### src/hw/rtl/asc_pkg.sv
`timescale 1ns / 1ps

package asc_pkg;

  // Filter and threshold averaging rings (powers of two, divide by shift)
  localparam int FILT_TAPS  = 4;
  localparam int FILT_SHIFT = $clog2(FILT_TAPS);
  localparam int FILT_PW    = $clog2(FILT_TAPS);
  localparam int THR_TAPS   = 4;
  localparam int THR_SHIFT  = $clog2(THR_TAPS);
  localparam int THR_PW     = $clog2(THR_TAPS);

  localparam int WIN_LEN_DEF = 17;

  localparam logic [14:0] MID_RESET     = 15'd4000;
  localparam logic [16:0] MID_SUM_RESET = 17'(4000 * THR_TAPS);
  localparam logic [14:0] SENS_RESET    = 15'd1700;
  localparam logic [7:0]  TIMEOUT_RESET = 8'd50;
  localparam logic [2:0]  CONFIRM_RESET = 3'd4;
  localparam logic [23:0] TOTAL_MAX     = 24'hFFFFFF;

  typedef logic [14:0] mag_t;

  typedef enum logic [1:0] {
    REG_SENSITIVITY      = 2'd0,
    REG_VALLEY_TIMEOUT   = 2'd1,
    REG_STEPS_TO_CONFIRM = 2'd2
  } reg_index_t;

  // Result of one window pass
  typedef struct packed {
    mag_t centre;
    logic is_max;
    logic is_min;
    logic ready;
  } win_res_t;

  typedef enum logic [2:0] {
    W_IDLE,
    W_CRD,
    W_CGET,
    W_SCAN,
    W_DONE
  } win_state_t;

  typedef enum logic [2:0] {
    T_IDLE,
    T_FILT,
    T_WAIT,
    T_DECIDE,
    T_VAL1,
    T_VAL2,
    T_VAL3,
    T_OUT
  } top_state_t;

endpackage

### src/hw/rtl/asc_window.sv
`timescale 1ns / 1ps

module asc_window #(
  parameter int WIN_LEN = asc_pkg::WIN_LEN_DEF
) (
  input  logic             clk,
  input  logic             rst,
  input  logic             start,
  input  asc_pkg::mag_t    avg,
  output logic             done,
  output asc_pkg::win_res_t res
);
  import asc_pkg::*;

  localparam int AW     = (WIN_LEN > 1) ? $clog2(WIN_LEN) : 1;
  localparam int FW     = $clog2(WIN_LEN + 1);
  localparam int CENTRE = WIN_LEN / 2;

  mag_t           mem [WIN_LEN];
  mag_t           rdata;
  win_state_t     state;
  win_state_t     state_next;
  logic [AW-1:0]  wp;        // oldest entry once the new sample is in
  logic [AW-1:0]  idx;       // window index whose data is on rdata
  logic [AW-1:0]  caddr;
  logic [AW-1:0]  rd_addr;
  logic [AW-1:0]  rd_off;
  logic [AW:0]    rd_sum;
  logic [FW-1:0]  fill;
  logic           ready;
  logic           mem_we;
  mag_t           centre;
  logic           is_max;
  logic           is_min;

  assign mem_we = (state == W_IDLE) && start;
  assign done   = (state == W_DONE);
  assign res    = '{centre: centre, is_max: is_max, is_min: is_min, ready: ready};

  always_comb begin
    unique case (state)
      W_CRD:   rd_off = AW'(CENTRE);
      W_SCAN:  rd_off = idx + AW'(1);
      default: rd_off = '0;
    endcase
    rd_sum  = {1'b0, wp} + {1'b0, rd_off};
    rd_addr = (rd_sum >= (AW+1)'(WIN_LEN)) ? AW'(rd_sum - (AW+1)'(WIN_LEN)) : rd_sum[AW-1:0];
  end

  always_ff @(posedge clk) begin
    if (mem_we) begin
      mem[wp] <= avg;
    end
    rdata <= mem[rd_addr];
  end

  always_ff @(posedge clk) begin
    if (rst) begin
      state <= W_IDLE;
    end else begin
      state <= state_next;
    end
  end

  always_comb begin
    state_next = state;
    unique case (state)
      W_IDLE: if (start) state_next = W_CRD;
      W_CRD:  state_next = W_CGET;
      W_CGET: state_next = ready ? W_SCAN : W_DONE;
      W_SCAN: if (idx == AW'(WIN_LEN - 1)) state_next = W_DONE;
      W_DONE: state_next = W_IDLE;
      default: state_next = W_IDLE;
    endcase
  end

  always_ff @(posedge clk) begin
    if (rst) begin
      wp    <= '0;
      fill  <= '0;
      ready <= 1'b0;
    end else if (mem_we) begin
      // entries at or above the fill count are never written yet: a centre read there gives zero
      ready <= (fill == FW'(WIN_LEN));
      if (fill != FW'(WIN_LEN)) begin
        fill <= fill + FW'(1);
      end
      wp <= (wp == AW'(WIN_LEN - 1)) ? '0 : wp + AW'(1);
    end
  end

  always_ff @(posedge clk) begin
    unique case (state)
      W_CRD: begin
        caddr <= rd_addr;
      end
      W_CGET: begin
        centre <= (ready || ({1'b0, caddr} < (AW+1)'(fill))) ? rdata : '0;
        is_max <= 1'b1;
        is_min <= 1'b1;
        idx    <= '0;
      end
      W_SCAN: begin
        if (idx != AW'(CENTRE)) begin
          if (rdata >= centre) is_max <= 1'b0;
          if (rdata <= centre) is_min <= 1'b0;
        end
        idx <= idx + AW'(1);
      end
      default: begin
      end
    endcase
  end

endmodule

### src/hw/rtl/accel_step_counter.sv
`timescale 1ns / 1ps

// Path: each input beat is registered as a magnitude, then filtered and written into
//   the window, whose memory scan reads one entry a cycle (skipped while the window
//   fills); a found valley is scored in T_VAL1..T_VAL3 before the output register loads.
// Throughput: one sample at a time; the next beat is taken once the result is
//   registered, while that result may still wait on the output side.
// Reset (rst, synchronous): filter, window fill, threshold ring, run and count
//   return to their start values; registers to 1700 / 50 / 4.
module accel_step_counter #(
  parameter int WINDOW_LENGTH = asc_pkg::WIN_LEN_DEF
) (
  input  logic        clk,
  input  logic        rst,
  input  logic        s_tvalid,
  output logic        s_tready,
  input  logic [47:0] s_tdata,   // accel_x[13:0], accel_y[27:14], accel_z[41:28], zero pad
  output logic        m_tvalid,
  input  logic        m_tready,
  output logic [47:0] m_tdata,   // total_steps[23:0], steps_added[26:24],
                                 // center_value[41:27], window_ready[42], zero pad
  input  logic        cfg_wr_en,
  input  logic [1:0]  cfg_index,
  input  logic [14:0] cfg_data
);
  import asc_pkg::*;

  top_state_t  state;
  top_state_t  state_next;

  logic [14:0] sensitivity;
  logic [7:0]  valley_timeout;
  logic [2:0]  steps_to_confirm;

  mag_t               mag;
  mag_t               raw_ring [FILT_TAPS];
  logic [16:0]        raw_sum;
  logic [16:0]        raw_sum_next;
  logic [FILT_PW-1:0] raw_pos;
  mag_t               avg;

  mag_t              mid_ring [THR_TAPS];
  logic [16:0]       mid_sum;
  logic [16:0]       mid_sum_next;
  logic [THR_PW-1:0] mid_pos;
  mag_t              mid;
  mag_t              threshold_now;

  logic        seeking_valley;
  logic [7:0]  since_peak;
  logic [8:0]  since_inc;
  mag_t        peak_value;
  logic        miss_flag;
  logic [2:0]  run_length;
  logic [23:0] step_total;
  logic [2:0]  added;
  logic [2:0]  credit_n;
  logic [24:0] credit_sum;
  logic        hit;

  logic        win_start;
  logic        win_done;
  win_res_t    win_res;
  win_res_t    res;

  logic        out_load;
  logic [23:0] out_total;
  logic [2:0]  out_added;
  mag_t        out_centre;
  logic        out_ready;

  logic [13:0] ax, ay, az;

  asc_window #(
    .WIN_LEN(WINDOW_LENGTH)
  ) u_window (
    .clk   (clk),
    .rst   (rst),
    .start (win_start),
    .avg   (avg),
    .done  (win_done),
    .res   (win_res)
  );

  // Manhattan magnitude; the most negative code gives 8192
  assign ax = s_tdata[13]  ? 14'(~s_tdata[13:0]  + 14'd1) : s_tdata[13:0];
  assign ay = s_tdata[27]  ? 14'(~s_tdata[27:14] + 14'd1) : s_tdata[27:14];
  assign az = s_tdata[41]  ? 14'(~s_tdata[41:28] + 14'd1) : s_tdata[41:28];

  assign raw_sum_next = raw_sum - {2'b0, raw_ring[raw_pos]} + {2'b0, mag};
  assign avg          = 15'(raw_sum_next >> FILT_SHIFT);

  assign mid          = 15'(({1'b0, peak_value} + {1'b0, res.centre}) >> 1);
  assign mid_sum_next = mid_sum - {2'b0, mid_ring[mid_pos]} + {2'b0, mid};
  assign since_inc    = {1'b0, since_peak} + 9'd1;

  assign m_tdata = {5'b0, out_ready, out_centre, out_added, out_total};

  always_ff @(posedge clk) begin
    if (rst) begin
      sensitivity      <= SENS_RESET;
      valley_timeout   <= TIMEOUT_RESET;
      steps_to_confirm <= CONFIRM_RESET;
    end else if (cfg_wr_en) begin
      unique case (reg_index_t'(cfg_index))
        REG_SENSITIVITY:      sensitivity      <= cfg_data;
        REG_VALLEY_TIMEOUT:   valley_timeout   <= cfg_data[7:0];
        REG_STEPS_TO_CONFIRM: steps_to_confirm <= cfg_data[2:0];
        default: begin
        end
      endcase
    end
  end

  always_ff @(posedge clk) begin
    if (rst) begin
      state <= T_IDLE;
    end else begin
      state <= state_next;
    end
  end

  always_comb begin
    state_next = state;
    s_tready   = 1'b0;
    win_start  = 1'b0;
    out_load   = 1'b0;
    unique case (state)
      T_IDLE: begin
        s_tready = 1'b1;
        if (s_tvalid) state_next = T_FILT;
      end
      T_FILT: begin
        win_start  = 1'b1;
        state_next = T_WAIT;
      end
      T_WAIT: if (win_done) state_next = T_DECIDE;
      T_DECIDE: begin
        if (res.ready && seeking_valley && res.is_min) state_next = T_VAL1;
        else state_next = T_OUT;
      end
      T_VAL1: state_next = T_VAL2;
      T_VAL2: state_next = T_VAL3;
      T_VAL3: state_next = T_OUT;
      T_OUT: begin
        if (!m_tvalid || m_tready) begin
          out_load   = 1'b1;
          state_next = T_IDLE;
        end
      end
      default: state_next = T_IDLE;
    endcase
  end

  // credit amount for a confirmed step
  always_comb begin
    if (run_length < steps_to_confirm) begin
      credit_n = (run_length + 3'd1 == steps_to_confirm) ? steps_to_confirm : 3'd0;
    end else begin
      credit_n = 3'd1;
    end
    credit_sum = {1'b0, step_total} + {22'b0, credit_n};
  end

  always_ff @(posedge clk) begin
    if (rst) begin
      raw_sum <= '0;
      raw_pos <= '0;
      for (int i = 0; i < FILT_TAPS; i++) raw_ring[i] <= '0;
      mid_sum       <= MID_SUM_RESET;
      mid_pos       <= '0;
      threshold_now <= MID_RESET;
      for (int i = 0; i < THR_TAPS; i++) mid_ring[i] <= MID_RESET;
      seeking_valley <= 1'b0;
      since_peak     <= '0;
      peak_value     <= '0;
      miss_flag      <= 1'b0;
      run_length     <= '0;
      step_total     <= '0;
    end else begin
      unique case (state)
        T_IDLE: begin
          if (s_tvalid) mag <= 15'({1'b0, ax} + {1'b0, ay} + {1'b0, az});
        end
        T_FILT: begin
          raw_sum           <= raw_sum_next;
          raw_ring[raw_pos] <= mag;
          raw_pos           <= raw_pos + FILT_PW'(1);
        end
        T_WAIT: begin
          res   <= win_res;
          added <= '0;
        end
        T_DECIDE: begin
          if (res.ready) begin
            if (!seeking_valley) begin
              if (res.is_max) begin
                peak_value     <= res.centre;
                seeking_valley <= 1'b1;
                since_peak     <= '0;
              end
            end else begin
              since_peak <= since_inc[8] ? 8'hFF : since_inc[7:0];
              if (!res.is_min && (since_inc > {1'b0, valley_timeout})) begin
                run_length     <= '0;
                seeking_valley <= 1'b0;
              end
            end
          end
        end
        T_VAL1: begin
          // signed drop peak - valley > sensitivity, all operands non-negative
          if ({2'b0, peak_value} > {2'b0, res.centre} + {2'b0, sensitivity}) begin
            mid_ring[mid_pos] <= mid;
            mid_sum           <= mid_sum_next;
            threshold_now     <= 15'(mid_sum_next >> THR_SHIFT);
            mid_pos           <= mid_pos + THR_PW'(1);
          end
        end
        T_VAL2: begin
          // valley < th - half rewritten as valley + half < th
          hit <= ({1'b0, peak_value} > {1'b0, threshold_now} + {2'b0, sensitivity[14:1]})
              && ({1'b0, res.centre} + {2'b0, sensitivity[14:1]} < {1'b0, threshold_now});
        end
        T_VAL3: begin
          seeking_valley <= 1'b0;
          if (hit) begin
            miss_flag <= 1'b0;
            if (run_length < steps_to_confirm) run_length <= run_length + 3'd1;
            added      <= credit_n;
            step_total <= (credit_sum > {1'b0, TOTAL_MAX}) ? TOTAL_MAX : credit_sum[23:0];
          end else if (miss_flag) begin
            miss_flag  <= 1'b0;
            run_length <= '0;
          end else begin
            miss_flag <= 1'b1;
          end
        end
        default: begin
        end
      endcase
    end
  end

  always_ff @(posedge clk) begin
    if (rst) begin
      m_tvalid <= 1'b0;
    end else if (out_load) begin
      m_tvalid <= 1'b1;
    end else if (m_tready) begin
      m_tvalid <= 1'b0;
    end
  end

  always_ff @(posedge clk) begin
    if (out_load) begin
      out_total  <= step_total;
      out_added  <= added;
      out_centre <= res.centre;
      out_ready  <= res.ready;
    end
  end

endmodule

### config.mk
export PLATFORM = sky130hd
export DESIGN_NAME = accel_step_counter
export DESIGN_NICKNAME = d
export VERILOG_FILES = /design/src/hw/rtl/asc_pkg.sv /design/src/hw/rtl/asc_window.sv /design/src/hw/rtl/accel_step_counter.sv
export SDC_FILE = /design/constraint.sdc
export NUM_CORES = 1
export LEC_CHECK = 0
export ABC_AREA = 1
export BUFFER_PORTS_ARGS = -buffer_cell sky130_fd_sc_hd__buf_2
export CORE_ASPECT_RATIO = 0.5
export CORE_UTILIZATION = 45
export CTS_CLUSTER_DIAMETER = 100
export DETAILED_ROUTE_END_ITERATION = 10
export PLACE_DENSITY = 0.7
export SYNTH_ARGS = -nofsm -noshare
export SYNTH_HDL_FRONTEND = slang
export SYNTH_HIERARCHICAL = 1
export SYNTH_SLANG_ARGS = --single-unit
### constraint.sdc
create_clock -name clk -period 7.6 [get_ports clk]
set_input_delay 1.52 -clock clk [delete_from_list [all_inputs] [get_ports clk]]
set_output_delay 1.52 -clock clk [all_outputs]
set_load 0.05 [all_outputs]
==> results of run 1 <==
worst max path at each step:
stage,endpoint,cells after the start,from,slack [ps]
5_1_grt,u_window/rdata[10]$_DFF_P_,24,u_window/state[0]$_SDFFE_PP0P_,2090
3_3_place_gp,u_window/rdata[10]$_DFF_P_,24,u_window/state[0]$_SDFFE_PP0P_,2620
3_5_place_dp,u_window/rdata[10]$_DFF_P_,24,u_window/state[0]$_SDFFE_PP0P_,2520
2_1_floorplan,mag[14]$_DFFE_PP_,13,s_tdata[1],3330
6_report,u_window/rdata[10]$_DFF_P_,24,u_window/state[0]$_SDFFE_PP0P_,2460
4_1_cts,u_window/rdata[10]$_DFF_P_,24,u_window/state[0]$_SDFFE_PP0P_,2540
power breakdown:
part	switching (mW)	internal [mW]
combinational	4.07	1.43
sequential	0.171	5.53
clock	1.35	1.56
total	5.59	8.52
flip-flops by register name, summed over array words and instances, names as in the netlist, 8 cells and up, named ones only:
name,flops
raw_ring,60
raw_sum,17
u_window/mem,255
res,18
step_total,24
since_peak,8
sensitivity,15
mid_sum,17
u_window/centre,15
mag,15
out_centre,15
mid_ring,60
peak_value,15
u_window/rdata,15
valley_timeout,8
out_total,24
layer usage:
metal | vias up | share of wire [%] | global-route usage (%)
met3 | 150 | 6.6 | 3.36
met4 | 2 | 2.7 | 6.41
li1 | 12800 | - | -
met1 | 12300 | 44 | 28.4
met2 | 712 | 47 | 36.4
met5 | - | 0.015 | 0
layout make-up:
type | instances | area, um^2
diodes | 1 | 2.50
clock buffers | 84 | 1650
clock inverters | 25 | 230
fillers | 6865 | 37500
inverters | 668 | 2510
multi-input cells | 2420 | 14500
flip-flops and latches | 635 | 17500
well taps | 1022 | 1280
repair buffers | 145 | 831
worst max-delay path, delay by kind of cell (launching register included):
family	cells	cell delay, ps
buffers and inverters	5	1360
DFF	1	410
and+or+nand+nor	16	2290
adders and majority gates	3	970
stage by stage:
step	area [um^2]	std cells	hold WS [ps]	power [mW]
2_1_floorplan	35000	3833	400	9.32
3_3_place_gp	36600	4890	407	11.0
3_5_place_dp	36600	4890	408	11.2
4_1_cts	38500	4999	423	14.1
5_1_grt	38500	5000	438	15.0
6_report	38500	5000	420	14.1
kinds of logic (layout without fill, tap and decap cells):
kind of cell | Yosys count | count (layout) | share of synthesized area, %
flip-flops | 635 | 635 | 50.1
buffers and inverters | 778 | 922 | 8.76
AO/OA/AOI/OAI | 482 | 482 | 7.87
adder cells (fa/ha/maj) | 252 | 252 | 10.1
XOR/XNOR | 154 | 154 | 3.93
other | 1 | 6 | 0.0107
AND/OR/NAND/NOR | 1527 | 1527 | 19.2
cell usage in the layout (no fill, tap or decap), drive strengths merged, types with 14 or more instances in the layout:
| cell | n |
|---|---|
| edfxtp | 482 |
| nor2 | 367 |
| clkinv | 24 |
| clkbuf | 84 |
| o22ai | 29 |
| ha | 201 |
| o21ai | 173 |
| o21a | 14 |
| buf | 145 |
| nor3 | 44 |
| dfxtp | 153 |
| nand2 | 665 |
| nand3 | 391 |
| inv | 667 |
| a31oi | 15 |
| xor2 | 119 |
| nand4 | 27 |
| xnor2 | 35 |
| fa | 51 |
| a21oi | 180 |
==> results by group, run 1 <==
STA
  • Max-slew violations: 0
  • Final setup violating endpoints: 0
  • F_max: 194 MHz
  • Slew @ Worst Pin: 1230 ps
  • Setup TNS: 0 ps
  • Final Critical Period: 5140 ps
  • Final WS setup: 2460 ps
  • Period utilization: 67.7%
  • RSZ-0062 raised after global routing: no
  • Relative slew slack: 18.3%
  • Clk_skew: 50.4 ps
  • Final hold violation count: 0

Synth
  • Synth top cells by count: inv_1 (659), nand2_1 (649), edfxtp_1 (482)
  • Synth warn: 6
  • Synth top area share: 41.3%
  • Synth Register Bits: 635
  • Asr flop ratio synth: 0%
  • Post-synth EDFFs: 482
  • Synth area leader: edfxtp_1
  • Cells after Synth: 3829
  • Cell Area, Synth: 35000 um^2
  • Main synth FF type: edfxtp_1
  • Synth cell types: 66
  • Top cells by area, synth: edfxtp_1 (41%), dfxtp_1 (8.7%), ha_1 (7.2%)
  • Top-count cell post-synth: inv_1
  • Seq/Total Area, Yosys: 50.1%
  • Mapped Avg Cell Area: 9.14 um^2

Flow run
  • Max Cap Violations: 0

Min path
  • Hold path depth: 0
  • Hold Crit Class: flip-flop to flip-flop
  • Hold Crit Start: u_window/centre[1]$_SDFFCE_PN0N_
  • Hold EP: res[4]$_DFFE_PP_

Die
  • Top-Level Pins: 120
  • DIE AREA: 79000 um^2
  • Core Rows: 71
  • Core area: 76000 um^2
  • Die H: 199 um
  • Initial Utilization: 46.0%
  • Die span in x: 396 um

Detailed routing
  • Routed vias/inst: 5.21
  • Detailed Route WL: 84700 um
  • DR vias: 26.0k
  • First-pass DRT Iterations: 8
  • Avg WL per Cell: 16.9 um
  • DRC: 2
  • Post-detailed-route count of antenna-violating nets: 0
  • Starting DRT DRC Count: 1877

Clocking
  • Clock Latency Late Sink: 670 ps
  • CTS Buffer Depth: 3
  • H-tree levels: 2
  • Clock sink count: 635
  • Clk root buf: clkbuf_16
  • Setup bufs post-CTS: 0
  • Clock transition at path regs: 60 ps
  • CTS Buf Count: 58
  • CTS Hold Bufs: 0
  • Resized cells post-CTS: 0
  • CTS tree: done

Global route
  • GR Util All Layers: 21.5%
  • Largest net degree at the start of global routing: 65
  • Vias in the first global route: 25.2k
  • Antenna violations before repair: 2
  • Total grt overflow: 0
  • First-pass GRT wire length: 134000 um

Power
  • Worst VDD drop: 0.371 mV
  • Pwr Density: 366 nW/um^2
  • Leak: 17.0 nW

Setup path
  • Most Frequent Cell on Critical Path: nand2_1
  • Crit path max-delay cell type: nand2_2
  • Worst Setup End Kind: flip-flop
  • CP Data Arrival Time: 5730 ps
  • Max stage delay on crit path: 590 ps
  • RR Startpoint: u_window/state[0]$_SDFFE_PP0P_
  • Startpoint types: flip-flop
  • Cell Chain, Critical Path: nand2_1 > nor2_1 > inv_1 > nor2_1 > ha_1 > fa_1 > inv_1 > ha_1 > inv_1 > nor2_1 > nand3_2 > nand2_4 > nand2_8 > nand2_2 > buf_4 > nand2_2 > buf_12 > nand2_1 > nand3_1 > nand3_1 > nand3_1 > nand2_1 > nand2_1 > nand2_1
  • WP data required: 8190 ps
  • Cells on worst reg2reg path: 24
  • Setup slack, reg-to-reg: 2460 ps
  • Critical path type: flip-flop to flip-flop
  • Crit-path max FO: 58
  • Critical R2R Capture: u_window/rdata[10]$_DFF_P_

Place
  • Place WS: 2520 ps
  • HPWL after detailed placement: 57000 um
  • I/O Buffers: 108
  • Gpl congestion: 0.942

Cells and area
  • Share of cells above drive strength 1: 7.85%
  • Layout area overhead: 10.0%
  • Layout Nets: 4250
  • Fin util: 50.6%

Outcome
  • Status: complete, but fails checks
  • Failing checks: DRC
Power figures use the tool's default switching activity.
==> inputs of run 2 (changes only) <==
--- a/config.mk
+++ b/config.mk
@@ -5,13 +5,13 @@
 export SDC_FILE = /design/constraint.sdc
 export NUM_CORES = 1
 export LEC_CHECK = 0
-export ABC_AREA = 1
+export ABC_AREA = 0
 export BUFFER_PORTS_ARGS = -buffer_cell sky130_fd_sc_hd__buf_2
 export CORE_ASPECT_RATIO = 0.5
 export CORE_UTILIZATION = 45
 export CTS_CLUSTER_DIAMETER = 100
 export DETAILED_ROUTE_END_ITERATION = 10
-export PLACE_DENSITY = 0.7
+export PLACE_DENSITY = 0.72
 export SYNTH_ARGS = -nofsm -noshare
 export SYNTH_HDL_FRONTEND = slang
 export SYNTH_HIERARCHICAL = 1
==> constraint.sdc (replaced) <==
create_clock -name clk -period 4.5 [get_ports clk]
set_input_delay 0.9 -clock clk [delete_from_list [all_inputs] [get_ports clk]]
set_output_delay 0.9 -clock clk [all_outputs]
set_load 0.05 [all_outputs]
==> run 2 against run 1 <==
Against the previous run: the run now ends clean; critical path depth down 4; count of clock-buffer cells in the layout down 11; synthesized cell count down 23%; register-to-register slack worse by 2400 ps; maximum frequency up 16%; clock skew up 5.5 ps; total power up 47%; clock power up 77%; cell count down 16%; largest power group unchanged.
==> results by group, run 2 <==
Outcome
  • Status: finished clean

Setup path
  • Cell Chain, Critical Path: ha_1 > a31o_4 > a21oi_4 > o21ai_2 > nor4_1 > buf_4 > nor2_1 > a21oi_2 > xor2_1 > fa_1 > inv_1 > ha_1 > a21o_1 > a21oi_4 > a2bb2oi_2 > o311a_4 > o31ai_4 > xnor2_1 > or3_1 > a21oi_1
  • Critical path type: flip-flop to flip-flop
  • CP top delay family: compound AO/OA/AOI/OAI gates
  • Max stage delay on crit path: 450 ps (-140 ps)
  • CP Buf/Inv Count: 2 (-3)
  • Critical Path Start: res[4]$_DFFE_PP_
  • Critical Path Stages: 20 (-17%)
  • RR Startpoint: res[4]$_DFFE_PP_
  • Cells on worst reg2reg path: 20 (-17%)
  • Setup slack, reg-to-reg: 80 ps (-2370 ps)
  • CP Data Arrival Time: 4950 ps (-780 ps)
  • Crit-path max FO: 3 (-95%)
  • Critical R2R Capture: mid_sum[16]$_SDFFE_PP0P_
  • Crit path max-delay cell type: fa_1
  • Setup crit end: mid_sum[16]$_SDFFE_PP0P_
  • Worst Setup End Kind: flip-flop
  • Startpoint types: flip-flop
  • WP data required: 5030 ps (-3160 ps)

Detailed routing
  • DRC: 0 (-2)
  • Routed vias/inst: 5.45 (+4.6%)
  • Detailed Route WL: 76800 um (-9.3%)
  • Post-detailed-route count of antenna-violating nets: 0 (unchanged)
  • Starting DRT DRC Count: 1728 (-7.9%)
  • First-pass DRT Iterations: 8 (unchanged)
  • DR vias: 23.0k (-12%)
  • Avg WL per Cell: 18.2 um (+7.6%)

Synth
  • Synth Register Bits: 635 (unchanged)
  • Main synth FF type: edfxtp_1
  • Synth cell types: 84 (+27%)
  • Synth top area share: 43.8% (+2.5 points)
  • Synth warn: 6 (unchanged)
  • Mapped Avg Cell Area: 11.2 um^2 (+23%)
  • Cells after Synth: 2942 (-23%)
  • Top-count cell post-synth: edfxtp_1
  • Synth area leader: edfxtp_1
  • Top cells by area, synth: edfxtp_1 (44%), dfxtp_1 (9.3%), ha_1 (7.6%)
  • Synth top cells by count: edfxtp_1 (482), nand2_1 (369), inv_1 (226), nor2_1 (226), ha_1 (201)
  • Cell Area, Synth: 33000 um^2 (-5.6%)
  • Asr flop ratio synth: 0% (unchanged)
  • Seq/Total Area, Yosys: 53.1% (+3.0 points)
  • Post-synth EDFFs: 482 (unchanged)

Power
  • Leak: 15.4 nW (-9.3%)
  • Worst VDD drop: 0.532 mV (+43%)
  • Total Power: 20.7 mW (+47%)
  • Pwr Density: 540 nW/um^2 (+47%)

STA
  • Clk_skew: 55.9 ps (+5.53 ps)
  • Slew @ Worst Pin: 1160 ps (-62.6 ps)
  • Final Critical Period: 4420 ps (-728 ps)
  • Minimum hold slack: 425 ps (+4.34 ps)
  • F_max: 226 MHz (+16%)
  • Final setup violating endpoints: 0 (unchanged)
  • Final WS setup: 83.9 ps (-2370 ps)
  • Final hold violation count: 0 (unchanged)
  • Relative slew slack: 22.2% (+3.9 points)
  • RSZ-0062 raised after global routing: yes
  • Period utilization: 98.1% (+30 points)
  • Max-slew violations: 0 (unchanged)

Place
  • Placed Area: 35800 um^2 (-2.4%)
  • HPWL after detailed placement: 53400 um (-6.3%)
  • Cells after DPL: 4085 (-16%)
  • Place WS: -271 ps (-2790 ps)
  • Gpl congestion: 0.921 (-2.2%)
  • I/O Buffers: 108 (unchanged)

Flow run
  • Max Cap Violations: 0 (unchanged)

Clocking
  • CTS tree: done
  • Clock sink count: 635 (unchanged)
  • Clk root buf: clkbuf_16
  • Clock transition at path regs: 70 ps (about the same)
  • CTS Buf Count: 57 (-1.7%)
  • H-tree levels: 2 (unchanged)
  • CTS Hold Bufs: 0 (unchanged)
  • Clock Latency Late Sink: 660 ps (about the same)
  • CTS Buffer Depth: 3 (unchanged)

Global route
  • First-pass GRT wire length: 121000 um (-9.9%)
  • Total grt overflow: 0 (unchanged)
  • GR Util All Layers: 20.3% (-1.1 points)
  • Largest net degree at the start of global routing: 61 (-6.2%)
  • Antenna violations before repair: 0 (-2)
  • Vias in the first global route: 22.8k (-9.6%)

Die
  • Top-Level Pins: 120 (unchanged)
  • Die H: 194 um (-2.8%)
  • DIE AREA: 74600 um^2 (-5.6%)
  • Die span in x: 385 um (-2.8%)
  • Initial Utilization: 46.0% (about the same)
  • Core Rows: 69 (-2.8%)
  • Core area: 71800 um^2 (-5.5%)

Cells and area
  • Finished Cell Area: 38300 um^2 (-0.60%)
  • Reg with most FFs: u_window/mem
  • Commonest non-fill, non-tap cells in the layout: edfxtp_1 (482), nand2_1 (368), inv_1 (226)
  • Layout area overhead: 15.9%
  • Fin cells: 4215 (-16%)
  • Share of cells above drive strength 1: 16.1% (+8.2 points)
  • Largest register FFs: 255 (unchanged)
  • Layout Nets: 3530 (-17%)
  • Commonest non-fill, non-tap cell in the layout: edfxtp_1
  • N_diodes: 0 (-1)
  • Largest registers: u_window/mem x255, mid_ring x60, raw_ring x60
  • Layout filler cell count: 6059 (-12%)

Min path
  • Hold Crit Class: flip-flop to flip-flop
  • Hold path depth: 0 (unchanged)
run 2: cell type report:
class	count	area (um^2)	share of cell area (%)
tap	958	1200	3.13
clock inverter	35	425	1.11
multi-input combinational	1978	14600	38.1
sequential	635	17500	45.8
timing repair buffer	307	2140	5.59
inverter	229	860	2.25
clock buffer	73	1550	4.04
run 2: cells by family (layout without fill, tap and decap cells):
kind of cell / Yosys count / in the layout / share of synthesized area (%)
buf+inv: 333 / 644 / 4.18
xor+xnor: 157 / 157 / 4.24
fa+ha+maj: 252 / 252 / 10.7
flops: 635 / 635 / 53.1
mux: 110 / 110 / 4.47
simple gates: 965 / 965 / 13.5
compound gates: 489 / 489 / 9.80
other cells: 1 / 5 / 0.0114
run 2: how the worst min path moves through the flow:
| stage | from | slack [ps] | end |
|---|---|---|---|
| 4_1_cts | u_window/is_min$_DFFE_PP_ | 430 | res[1]$_DFFE_PP_ |
| 3_3_place_gp | u_window/is_max$_DFFE_PP_ | 400 | res[2]$_DFFE_PP_ |
| 6_report | u_window/is_min$_DFFE_PP_ | 420 | res[1]$_DFFE_PP_ |
| 2_1_floorplan | added[0]$_SDFFCE_PN0P_ | 400 | out_added[0]$_DFFE_PP_ |
| 5_1_grt | u_window/is_min$_DFFE_PP_ | 440 | res[1]$_DFFE_PP_ |
| 3_5_place_dp | u_window/is_min$_DFFE_PP_ | 410 | res[1]$_DFFE_PP_ |
run 2: power breakdown:
group	leakage [nW]	switching, mW	internal [mW]
Clock	0.969	2.21	2.91
Combinational	8.81	4.33	2.36
Sequential	5.67	0.240	8.63
run 2: timing repair:
item	in CTS	in global routing
endpoints found under the hold margin	0	0
cloned	0	2
pin swaps	3	47
setup endpoints to repair	133	182
resized for setup	17	61
setup buffers	10	10
run 2: routing by layer:
layer  up-vias  track usage (%)  routed length (um)  part of all wire [%]
met2       675             35.1               37900                    49
met4         0             6.22                2020                   2.6
met1     11000             26.6               32400                    42
li1      11100                -                   -                     -
met5         -                0                   0                     0
met3       139             2.62                4390                   5.7
run 2: per-stage QoR:
step | setup TNS [ps] | utilization, %
finish | 0 | 53.3
global route | -873 | 53.3
CTS | -495 | 52.7
detailed placement | -17530 | 49.8
global placement | -7290 | 49.8
floorplan | 0 | -
